### src/hdl/aba_pkg.sv
`timescale 1ns / 1ps
// shared constants, types and helpers of the aligned block allocator
package aba_pkg;

    localparam int BLOCK_COUNT     = 256;
    localparam int RESERVED_BLOCKS = 48;
    localparam int BLOCK_BITS      = 12;
    localparam int OWNER_BITS      = 8;

    localparam int ADDR_W     = 20;
    localparam int SIZE_W     = 21;
    localparam int OWNER_IN_W = 8;

    localparam int TABLE_DEPTH = (BLOCK_COUNT > RESERVED_BLOCKS) ?
                                 (BLOCK_COUNT - RESERVED_BLOCKS) : 1;
    localparam int TAB_AW      = (TABLE_DEPTH > 1) ? $clog2(TABLE_DEPTH) : 1;

    // block count scale of a request: (size - 1) >> BLOCK_BITS
    localparam int SCALE_W = SIZE_W - BLOCK_BITS;
    localparam int LOG_W   = $clog2(SCALE_W + 1);
    localparam int MAX_N   = 2 ** SCALE_W;
    localparam int CNT_W   = SCALE_W + 1;
    localparam int BLK_W   = $clog2(BLOCK_COUNT + RESERVED_BLOCKS
                                    + 2 ** (ADDR_W - BLOCK_BITS) + 4 * MAX_N) + 1;

    localparam logic ACT_ALLOC = 1'b0;
    localparam logic ACT_FREE  = 1'b1;

    typedef logic [OWNER_BITS-1:0] t_owner;
    typedef logic [BLK_W-1:0]      t_blk;
    typedef logic [TAB_AW-1:0]     t_tab_addr;
    typedef logic [LOG_W-1:0]      t_log;
    typedef logic [CNT_W-1:0]      t_cnt;

    typedef enum logic [2:0] {
        S_IDLE,
        S_INIT,
        S_SCAN,
        S_WRITE,
        S_DONE
    } t_state;

    typedef struct packed {
        logic   action;
        t_owner owner;
        logic   addr_zero;
        t_blk   start_blk;
        t_log   log_n;
    } t_req;

    typedef struct packed {
        logic      rd_en;
        t_tab_addr rd_addr;
        logic      wr_en;
        t_tab_addr wr_addr;
        t_owner    wr_data;
    } t_ram_req;

    // log2 of the power-of-two block count for a byte size
    function automatic t_log round_log(input logic [SIZE_W-1:0] size);
        logic [SIZE_W-1:0]  m1;
        logic [SCALE_W-1:0] s;
        t_log               l;
        m1 = size - SIZE_W'(1);
        s  = m1[SIZE_W-1:BLOCK_BITS];
        l  = '0;
        if (size != '0) begin
            for (int i = 0; i < SCALE_W; i++) begin
                if (s[i]) begin
                    l = t_log'(i + 1);
                end
            end
        end
        return l;
    endfunction

endpackage

### src/hdl/aba_owner_ram.sv
`timescale 1ns / 1ps
// owner table memory with per-entry valid bits, registered read
module aba_owner_ram (
    input  logic              i_clk,
    input  logic              i_rst_n,
    input  aba_pkg::t_ram_req i_req,
    output aba_pkg::t_owner   o_rd_data
);

    aba_pkg::t_owner r_mem [aba_pkg::TABLE_DEPTH];
    logic [aba_pkg::TABLE_DEPTH-1:0] r_vld;
    aba_pkg::t_owner r_rd_data;
    logic            r_rd_vld;

    always_ff @(posedge i_clk) begin
        if (i_req.wr_en) begin
            r_mem[i_req.wr_addr] <= i_req.wr_data;
        end
        if (i_req.rd_en) begin
            r_rd_data <= r_mem[i_req.rd_addr];
        end
    end

    // an entry never written reads as free
    always_ff @(posedge i_clk) begin
        if (!i_rst_n) begin
            r_vld    <= '0;
            r_rd_vld <= 1'b0;
        end else begin
            if (i_req.wr_en) begin
                r_vld[i_req.wr_addr] <= 1'b1;
            end
            if (i_req.rd_en) begin
                r_rd_vld <= r_vld[i_req.rd_addr];
            end
        end
    end

    assign o_rd_data = r_rd_vld ? r_rd_data : '0;

endmodule

### src/hdl/aba_seq.sv
`timescale 1ns / 1ps
// sequencer: run search, table marking and freeing over the owner table
module aba_seq (
    input  logic                         i_clk,
    input  logic                         i_rst_n,
    input  logic                         i_go,
    input  aba_pkg::t_req                i_req,
    input  aba_pkg::t_owner              i_rd_data,
    output aba_pkg::t_ram_req            o_ram,
    output logic                         o_busy,
    output logic                         o_done,
    output logic [aba_pkg::ADDR_W-1:0]   o_base_address,
    output logic                         o_found
);

    localparam aba_pkg::t_blk RES_BLK = aba_pkg::t_blk'(aba_pkg::RESERVED_BLOCKS);
    localparam aba_pkg::t_blk CNT_BLK = aba_pkg::t_blk'(aba_pkg::BLOCK_COUNT);

    aba_pkg::t_state r_state, n_state;
    aba_pkg::t_blk   r_base, n_base;
    aba_pkg::t_cnt   r_k, n_k;
    logic            r_pend, n_pend;
    logic            r_pend_last, n_pend_last;
    aba_pkg::t_blk   r_wblk, n_wblk;
    aba_pkg::t_blk   r_wend, n_wend;
    aba_pkg::t_owner r_wdata, n_wdata;
    logic [aba_pkg::ADDR_W-1:0] r_res_base, n_res_base;
    logic            r_res_found, n_res_found;

    aba_pkg::t_blk n_blk;
    aba_pkg::t_cnt n_cnt;
    aba_pkg::t_blk lo_blk, hi_raw, hi_blk, first_blk, next_blk, rd_blk;
    logic          rd_ok;
    logic [aba_pkg::BLK_W+aba_pkg::BLOCK_BITS-1:0] base_bytes;

    assign n_blk = aba_pkg::t_blk'(1) << i_req.log_n;
    assign n_cnt = aba_pkg::t_cnt'(1) << i_req.log_n;

    always_comb begin
        lo_blk     = (i_req.start_blk < RES_BLK) ? RES_BLK : i_req.start_blk;
        hi_raw     = i_req.start_blk + n_blk;
        hi_blk     = (hi_raw > CNT_BLK) ? CNT_BLK : hi_raw;
        // first aligned run at or above the reserved area
        first_blk  = ((RES_BLK + n_blk - aba_pkg::t_blk'(1)) >> i_req.log_n) << i_req.log_n;
        next_blk   = r_base + n_blk;
        rd_blk     = r_base + aba_pkg::t_blk'(r_k);
        rd_ok      = (i_rd_data == '0) || (i_rd_data == i_req.owner);
        base_bytes = {r_base, {aba_pkg::BLOCK_BITS{1'b0}}};
    end

    always_ff @(posedge i_clk) begin
        if (!i_rst_n) begin
            r_state <= aba_pkg::S_IDLE;
            r_pend  <= 1'b0;
        end else begin
            r_state <= n_state;
            r_pend  <= n_pend;
        end
    end

    always_ff @(posedge i_clk) begin
        r_base      <= n_base;
        r_k         <= n_k;
        r_pend_last <= n_pend_last;
        r_wblk      <= n_wblk;
        r_wend      <= n_wend;
        r_wdata     <= n_wdata;
        r_res_base  <= n_res_base;
        r_res_found <= n_res_found;
    end

    always_comb begin
        n_state     = r_state;
        n_base      = r_base;
        n_k         = r_k;
        n_pend      = 1'b0;
        n_pend_last = r_pend_last;
        n_wblk      = r_wblk;
        n_wend      = r_wend;
        n_wdata     = r_wdata;
        n_res_base  = r_res_base;
        n_res_found = r_res_found;
        o_ram       = '0;

        case (r_state)
            aba_pkg::S_IDLE: begin
                if (i_go) begin
                    n_state = aba_pkg::S_INIT;
                end
            end
            aba_pkg::S_INIT: begin
                n_res_base = '0;
                if (i_req.action == aba_pkg::ACT_FREE) begin
                    n_res_found = 1'b1;
                    if (lo_blk < hi_blk) begin
                        n_wblk  = lo_blk;
                        n_wend  = hi_blk;
                        n_wdata = '0;
                        n_state = aba_pkg::S_WRITE;
                    end else begin
                        n_state = aba_pkg::S_DONE;
                    end
                end else if (first_blk + n_blk > CNT_BLK) begin
                    n_res_found = 1'b0;
                    n_state     = aba_pkg::S_DONE;
                end else begin
                    n_base  = first_blk;
                    n_k     = '0;
                    n_state = aba_pkg::S_SCAN;
                end
            end
            aba_pkg::S_SCAN: begin
                // one read issued per cycle, checked the cycle after
                if (r_k < n_cnt) begin
                    o_ram.rd_en   = 1'b1;
                    o_ram.rd_addr = aba_pkg::t_tab_addr'(rd_blk - RES_BLK);
                    n_k           = r_k + aba_pkg::t_cnt'(1);
                    n_pend        = 1'b1;
                    n_pend_last   = (r_k == n_cnt - aba_pkg::t_cnt'(1));
                end
                if (r_pend) begin
                    if (!rd_ok) begin
                        // drop the read in flight and move to the next run
                        n_pend = 1'b0;
                        if (next_blk + n_blk > CNT_BLK) begin
                            n_res_base  = '0;
                            n_res_found = 1'b0;
                            n_state     = aba_pkg::S_DONE;
                        end else begin
                            n_base = next_blk;
                            n_k    = '0;
                        end
                    end else if (r_pend_last) begin
                        n_pend      = 1'b0;
                        n_res_base  = base_bytes[aba_pkg::ADDR_W-1:0];
                        n_res_found = 1'b1;
                        if (i_req.addr_zero) begin
                            n_wblk  = r_base;
                            n_wend  = next_blk;
                            n_wdata = i_req.owner;
                            n_state = aba_pkg::S_WRITE;
                        end else begin
                            n_state = aba_pkg::S_DONE;
                        end
                    end
                end
            end
            aba_pkg::S_WRITE: begin
                o_ram.wr_en   = 1'b1;
                o_ram.wr_addr = aba_pkg::t_tab_addr'(r_wblk - RES_BLK);
                o_ram.wr_data = r_wdata;
                n_wblk        = r_wblk + aba_pkg::t_blk'(1);
                if (n_wblk >= r_wend) begin
                    n_state = aba_pkg::S_DONE;
                end
            end
            aba_pkg::S_DONE: begin
                n_state = aba_pkg::S_IDLE;
            end
            default: begin
                n_state = aba_pkg::S_IDLE;
            end
        endcase
    end

    assign o_busy         = (r_state != aba_pkg::S_IDLE);
    assign o_done         = (r_state == aba_pkg::S_DONE);
    assign o_base_address = r_res_base;
    assign o_found        = r_res_found;

    a_done_single: assert property (@(posedge i_clk) disable iff (!i_rst_n)
        o_done |=> !o_done)
        else $error("result strobe longer than one cycle");

    a_free_found: assert property (@(posedge i_clk) disable iff (!i_rst_n)
        (o_done && i_req.action == aba_pkg::ACT_FREE) |-> (o_found && o_base_address == '0))
        else $error("free must report found with zero base");

    a_no_rw_overlap: assert property (@(posedge i_clk) disable iff (!i_rst_n)
        !(o_ram.rd_en && o_ram.wr_en))
        else $error("table read and write in the same cycle");

    a_notfound_zero: assert property (@(posedge i_clk) disable iff (!i_rst_n)
        (o_done && !o_found) |-> (o_base_address == '0))
        else $error("failed allocation with nonzero base");

    a_go_starts: assert property (@(posedge i_clk) disable iff (!i_rst_n)
        (i_go && r_state == aba_pkg::S_IDLE) |=> (r_state == aba_pkg::S_INIT))
        else $error("request not started");

endmodule

### src/hdl/aligned_block_allocator.sv
`timescale 1ns / 1ps
// Aligned block allocator with a per-block owner table. A request is taken when
// start is high and busy is low; busy then stays high until the result has been
// shown. The result is on o_base_address and o_found, marked by o_done for exactly
// one cycle, and the receiver cannot stall it. The owner table memory is
// read or written one block per cycle, and that port sets the length of a
// request: an allocate grows with the blocks read while searching and the blocks
// marked on a first allocation, out of 208 table blocks; a free grows with the
// blocks cleared. No clearing pass is needed after reset, the table reads as
// all free at once.
module aligned_block_allocator (
    input  logic                            i_clk,
    input  logic                            i_rst_n,
    input  logic                            start,
    output logic                            busy,
    input  logic                            i_action,
    input  logic [aba_pkg::OWNER_IN_W-1:0]  i_owner,
    input  logic [aba_pkg::ADDR_W-1:0]      i_address,
    input  logic [aba_pkg::SIZE_W-1:0]      i_size_bytes,
    output logic                            o_done,
    output logic [aba_pkg::ADDR_W-1:0]      o_base_address,
    output logic                            o_found
);

    aba_pkg::t_req     r_req;
    logic              r_go;
    logic              seq_busy;
    aba_pkg::t_ram_req ram_req;
    aba_pkg::t_owner   rd_data;
    logic              accept;

    assign accept = start && !busy;
    assign busy   = r_go || seq_busy;

    // capture the request and round its size once per transfer
    always_ff @(posedge i_clk) begin
        if (accept) begin
            r_req.action    <= i_action;
            r_req.owner     <= i_owner[aba_pkg::OWNER_BITS-1:0];
            r_req.addr_zero <= (i_address == '0);
            r_req.start_blk <= aba_pkg::t_blk'(i_address[aba_pkg::ADDR_W-1:aba_pkg::BLOCK_BITS]);
            r_req.log_n     <= aba_pkg::round_log(i_size_bytes);
        end
    end

    always_ff @(posedge i_clk) begin
        if (!i_rst_n) begin
            r_go <= 1'b0;
        end else begin
            r_go <= accept;
        end
    end

    aba_seq u_seq (
        .i_clk          (i_clk),
        .i_rst_n        (i_rst_n),
        .i_go           (r_go),
        .i_req          (r_req),
        .i_rd_data      (rd_data),
        .o_ram          (ram_req),
        .o_busy         (seq_busy),
        .o_done         (o_done),
        .o_base_address (o_base_address),
        .o_found        (o_found)
    );

    aba_owner_ram u_ram (
        .i_clk     (i_clk),
        .i_rst_n   (i_rst_n),
        .i_req     (ram_req),
        .o_rd_data (rd_data)
    );

endmodule
### config.mk
export PLATFORM = sky130hd
export DESIGN_NAME = aligned_block_allocator
export DESIGN_NICKNAME = d
export VERILOG_FILES = /design/src/hdl/aba_pkg.sv /design/src/hdl/aba_owner_ram.sv /design/src/hdl/aba_seq.sv /design/src/hdl/aligned_block_allocator.sv
export SDC_FILE = /design/constraint.sdc
export NUM_CORES = 2
export LEC_CHECK = 0
export BUFFER_PORTS_ARGS = -buffer_cell sky130_fd_sc_hd__buf_2
export CAP_MARGIN = 10
export CORE_MARGIN = 5
export CORE_UTILIZATION = 30
export DETAILED_ROUTE_END_ITERATION = 8
export GPL_TIMING_DRIVEN = 1
export PLACE_DENSITY_LB_ADDON = 0.05
export SLEW_MARGIN = 20
export SYNTH_ARGS = -nofsm -noshare
export SYNTH_HDL_FRONTEND = slang
export SYNTH_SLANG_ARGS = --single-unit
### constraint.sdc
create_clock -name i_clk -period 6.47 [get_ports i_clk]
set_input_delay 0.647 -clock i_clk [delete_from_list [all_inputs] [get_ports i_clk]]
set_output_delay 0.647 -clock i_clk [all_outputs]
set_load 0.02 [all_outputs]
### Yosys cells after proc, flatten, opt, wreduce, memory -nomap -nowiden

Memory sizes are Yosys's and may differ from the RTL's. A register that Yosys moved wholly into a read port is not among the register bits.
Cells that the tools add are included.

* order comparisons: 10
* $add $sub $neg: 13
* bitwise gates (word level): 2
* reduce and logical (&&, ||, !) cells: 22
* shifts and indexed selects: 4
* mux-type cells: 82
* equality and inequality tests: 21

Operators by type and width (number)
* $mux W13: 18
* $or A208 B208 Y208: 1
* $mux W20: 4
* $mux W8: 8
* $mux W10: 6
* $pmux W13 S2: 2
* $pmux W20 S2: 1
* $add A13 B13 Y13: 3
* $gt A13 B9 Y1 const B: 3
* $pmux W13 S3: 1
* $mux W4: 8
* $mux W3: 10
* $reduce_bool A21 Y1: 1
* $sub A21 B1 Y21 const B: 1
* $logic_not A20 Y1: 1
* $pmux W10 S2: 1
* $lt A8 B9 Y1 const B: 2
* $mux W9: 2
* $mux W17: 1
* $pmux W8 S2: 1
* $sub A8 B6 Y8 const B: 2
* $mux W1: 15
* $ne A2 B2 Y1 const B: 7
* $reduce_and A7 Y1: 2
* 42 further kinds: 53

* memories: 1
* bits of input ports: 53
* register bits after elaboration: 315
* bits in writable memories: 1664
* logic and storage cells: 174

Memory list
* u_ram.r_mem: words 208, bits a word 8, read ports 1, clocked after memory_dff 1, wr ports 1, line aba_owner_ram.sv:10 `aba_pkg::t_owner r_mem [aba_pkg::TABLE_DEPTH];`

### Logic depth before layout (Yosys ltp)

* depth in word-level cells: 10
* gate-level depth with buffers: 26
* depth with buffers taken out: 24

### Cells and area by module

From an unflattened synthesis, not the netlist that was laid out.

* cells, all modules: 4451
* area, all modules: 80925.1 um2

Modules (own cells, without submodules)
* aba_owner_ram: cells each 3464, sequential area each 54392.2 um2, instances 1, area an instance 71996.6 um2
* aba_seq: cells each 902, sequential area each 2092.0 um2, instances 1, area an instance 7828.8 um2
* aligned_block_allocator: cells each 85, sequential area each 680.7 um2, instances 1, area an instance 1099.8 um2

### Worst setup path after synthesis

No wires, ideal clock.

* path type: register to register
* start point: reg r_req[3] (netlist name)
* end point: reg u_seq.r_wdata[0], enable pin
* buffers on the path: 2
* data required time: 6038 ps
* stages on the path, launching flop included: 24
* arrival time: 5364 ps
* path slack: 675 ps
* clock period less this slack: 5795 ps
* cell sequence: edfxtp_1 > clkbuf_1 > buf_1 > nand3b_1 > inv_1 > ha_1 > a21o_1 > a21oi_1 > nor2b_1 > o311ai_0 > a21o_1 > xnor2_1 > nand4b_1 > a21oi_1 > nand2b_1 > ha_1 > a21oi_1 > nor2b_1 > o21ai_0 > a31oi_1 > a21oi_1 > o31ai_1 > or4_1 > o31ai_1

* word-level cells in the longest chain between the ends: 7

RTL lines
* start, declared: line aligned_block_allocator.sv:25 `aba_pkg::t_req r_req;`
* $shl A1 B4 Y13 *: line aba_seq.sv:36 `assign n_blk = aba_pkg::t_blk'(1) << i_req.log_n;`
* $add A8 B13 Y13 *: line aba_seq.sv:41 `hi_raw = i_req.start_blk + n_blk;`
* $gt A13 B9 Y1: line aba_seq.sv:42 `hi_blk = (hi_raw > CNT_BLK) ? CNT_BLK : hi_raw;`
* $mux W13 *: line aba_seq.sv:42
* $lt A13 B13 Y1 *: line aba_seq.sv:95 `if (lo_blk < hi_blk) begin`
* $ne A2 B1 Y1 (no line) *
* $reduce_and A7 Y1 (no line) *
* end signal, assigned: line aba_seq.sv:67 `r_wdata <= n_wdata;`
* end, declared: line aba_seq.sv:26 `aba_pkg::t_owner r_wdata, n_wdata;`

Mark *: on every way between the ends. The rest lies on a longest branch, timed or not.
A chain may end at the register's enable or synchronous reset.

### Final worst setup path

* start point: reg r_req[3] (netlist name)
* end point: reg u_ram.r_rd_data[5], read port of u_ram.r_mem (data pin)

* word-level cells in the longest chain between the ends: 4

RTL lines
* $shl A1 B4 Y10: line aba_seq.sv:37 `assign n_cnt = aba_pkg::t_cnt'(1) << i_req.log_n;`
* $lt A10 B10 Y1: line aba_seq.sv:114 `if (r_k < n_cnt) begin`
* $mux W9: line aba_seq.sv:114
* $mux W9: line aba_seq.sv:85 `case (r_state)`
* end, declared: line aba_owner_ram.sv:12 `aba_pkg::t_owner r_rd_data;`

Every way passes these cells.

==> key figures <==
Status
  – Status: finished, final reports clean

Power and ir drop
  – Max IR drop VDD: around 240 uV
  – Power Dens Cells: approximately 320 mW/mm^2
  – Total Power: roughly 30 mW
  – Leakage: roughly 35 nW

Synth
  – Post-synthesis sequential area ratio: around two thirds
  – Mapped Area: around 0.084 mm^2
  – Yosys top cell area share: 63.2%
  – Mapped Cells: 6381
  – Cell accounting for the most synthesized area: edfxtp_1
  – Register bit count reported by yosys: just under 2000
  – Largest cells by area after synthesis: edfxtp_1 (63%), dfxtp_1 (5.1%), nand2_1 (3.2%)
  – Top-count cell post-synth: edfxtp_1
  – Asr flop ratio synth: 0%
  – Synth cell count leaders: edfxtp_1 (1761), nand2_1 (706), nor2_1 (424), mux2i_1 (249), nand3_1 (244)
  – Commonest register cell after synthesis: edfxtp_1
  – Number of flops mapped to enable cells by yosys: 1761
  – Ys Warns: 0
  – Yosys cell types: between 90 and 100
  – Avg Inst Size Synth: approximately 13 um^2

Worst setup path
  – Max stage delay cell, worst path: a211oi_1
  – Buf/Inv on CP: 4
  – Crit path required time: roughly 7 ns
  – Setup CP Type: reg -> reg
  – Slowest cell delay on critical path: about 0.78 ns
  – Worst EP arrival: around 6.8 ns
  – CP startpoint kind: flop
  – CP Cell Sequence: nand2b_4, nor3_1, inv_1, ha_1, or3_1, o21bai_4, nand2_4, inv_6, buf_12, a21oi_1, o31ai_1, buf_4, o211ai_1, a211oi_1, o32ai_1
  – CP Capture Type: flop
  – Cell family contributing the most delay on the critical path: compound AO/OA/AOI/OAI gates
  – CP Max Fanout: 30

STA
  – Hold Vio Cnt, Final: 0
  – WHS: 0.0891 ns
  – Fin. max-slew vios: 0
  – Tmin final: 6.23 ns
  – RSZ-0062 raised after global routing: false
  – PnR worst setup slack: between 0.2 and 0.25 ns
  – # setup viols final: 0
  – Max transition margin: approximately 14%
  – Slew @ Worst Pin: around 1.3 ns
  – Fmax: between 0.15 and 0.2 GHz
  – Worst Skew: roughly 0.043 ns
  – Fin crit share: 96.3%

Placed design
  – Routability cong.: roughly 0.84
  – Setup WS pre-CTS: between 0.03 and 0.04 ns
  – Port buffer count: 63
  – Post-DP HPWL: between 200 and 250 mm
  – Post-DP Area: 0.0895 mm^2
  – Placed insts: approximately 10000

Route
  – WL/cell: 30.8 um
  – Post-DRT Antenna Nets: 0
  – Via count: 55396
  – Remaining DRCs: 0
  – Drt via density: 5.30
  – Iter 0 DRT Violations: about 5000
  – WL final: 322 mm
  – TritonRoute pass-1 iters: 5

Finish
  – Final instance area: 0.0971 mm^2
  – Fin cells: roughly 10000
  – Area grow syn2layout: 16.0%
  – FF/Latch Area: roughly 0.057 mm^2
  – Final nets: around 6700
  – Layout cells sized above 1: roughly an eighth
  – Multi-input gate area: ~0.024 mm^2
  – Layout fillers: around 27000

Floorplan
  – Cell Rows: 194
  – Core ar.: 0.279 mm^2
  – Initial core utilization: 30.0%
  – Die height: between 500 and 600 um
  – DIE AREA: about 0.29 mm^2
  – Die W: 538 um
  – Ports: 76

Clocking
  – TritonCTS clock tree: yes
  – Clock latency at the later pin of the worst-skew pair: around 0.90 ns
  – Longest Clk Path Bufs: 4
  – H-Tree Depth: 4
  – Worst-path clk slew: 0.06 ns
  – CTS Sinks: between 1500 and 2000
  – Root Driver: clkbuf_16
  – Cts bufs inserted: approximately 230
  – Buffer count from post-CTS setup fixing: 0

GRT
  – Vias in the first global route: roughly 54000
  – Antenna violations before repair: 23
  – Total Routing Usage GR: a little over a fifth
  – Global route total overflow: 0
  – First-pass GRT wire length: around 450 mm
  – Largest net degree at the start of global routing: between 100 and 150

Hold path
  – Worst Hold Class: in -> reg

Run
  – Max cap viols: 0
[kinds of logic after synthesis]
logic type,Yosys count,share of synthesized area [%]
fa+ha+maj,93,1.43
buf+inv,562,3.01
xor+xnor,68,0.712
compound gates,1499,12.3
other cells,1,0.00448
flops,1975,68.3
mux,322,4.04
simple gates,1861,10.2
[through the flow]
stage,utilization [%],setup TNS (ns)
2_1_floorplan,-,0
3_3_place_gp,32.1,-1.15
3_5_place_dp,32.1,0
4_1_cts,34.8,0
5_1_grt,34.8,0
6_report,34.8,0
[cells in the final DEF (no fill, tap or decap), drive strengths merged, types with 44 or more instances in the layout]
| master | netlist | final |
|---|---|---|
| mux2 | 67 | 67 |
| ha | 85 | 85 |
| and3 | 106 | 106 |
| clkinv | 0 | 77 |
| nor3 | 110 | 110 |
| dfxtp | 214 | 214 |
| mux2i | 249 | 249 |
| xnor2 | 44 | 44 |
| inv | 97 | 102 |
| nor2 | 433 | 433 |
| buf | 250 | 346 |
| nand4 | 58 | 58 |
| clkbuf | 215 | 332 |
| nand2 | 708 | 708 |
| nand3 | 245 | 245 |
| a211oi | 176 | 176 |
| edfxtp | 1761 | 1761 |
| o211ai | 92 | 92 |
| o221ai | 88 | 88 |
| a31oi | 117 | 117 |
| o21ai | 235 | 235 |
| a21oi | 209 | 209 |
| o21a | 220 | 220 |
| o22ai | 84 | 84 |
[timing repair]
| action | CTS | global route |
|---|---|---|
| gates resized for setup | 0 | 2 |
| hold endpoints to repair | 18 | 0 |
| setup endpoints to repair | 0 | 22 |
| hold buffers | 18 | 0 |
[state kept, by name (all words and copies together) (netlist names), 8 cells and up]
register	cells
u_seq.r_wend	13
u_seq.o_base_address	8
u_ram.r_rd_data	8
u_seq.r_base	13
u_ram.r_vld	208
u_seq.r_k	10
u_seq.r_wblk	13
u_seq.r_wdata	8
u_ram.r_mem	1664
r_req	22
[where the power goes]
| part | internal [mW] | switching (mW) |
|---|---|---|
| combinational | 1.14 | 2.66 |
| sequential | 13.9 | 0.128 |
| clock | 7.46 | 5.43 |
[path summary, 6_finish.rpt]
path | startpoint | endpoint | slack [ns] | cells after the start
setup / recovery | r_req[3]$_SDFFCE_PP0P_ | u_ram.r_rd_data[5]$_DFFE_PP_ | 0.24 | 15
hold / removal | i_size_bytes[20] | r_req[3]$_SDFFCE_PP0P_ | 0.09 | 2
setup reg to reg | r_req[3]$_SDFFCE_PP0P_ | u_ram.r_rd_data[5]$_DFFE_PP_ | 0.24 | 15
hold reg to reg | u_ram.r_vld[169]$_SDFFE_PN0P_ | u_ram.r_vld[169]$_SDFFE_PN0P_ | 0.46 | 1
[per-layer routing]
layer,vias to the layer above,track usage (%),wire [um]
met1,28821,31.1,149000
met5,-,0,40
met4,6,5.02,7790
met2,1449,35.1,150000
li1,24722,-,-
met3,398,2.86,15300
[layout make-up]
type | count | area share (%)
Sequential cell | 1975 | 58.9
Inverter | 97 | 0.385
Clock inverter | 99 | 0.867
Clock buffer | 332 | 6.72
Multi-Input combinational cell | 3857 | 25.0
Timing Repair Buffer | 364 | 3.30
Antenna cell | 9 | 0.0232
Tap cell | 3724 | 4.80
Power figures use the tool's default switching activity.
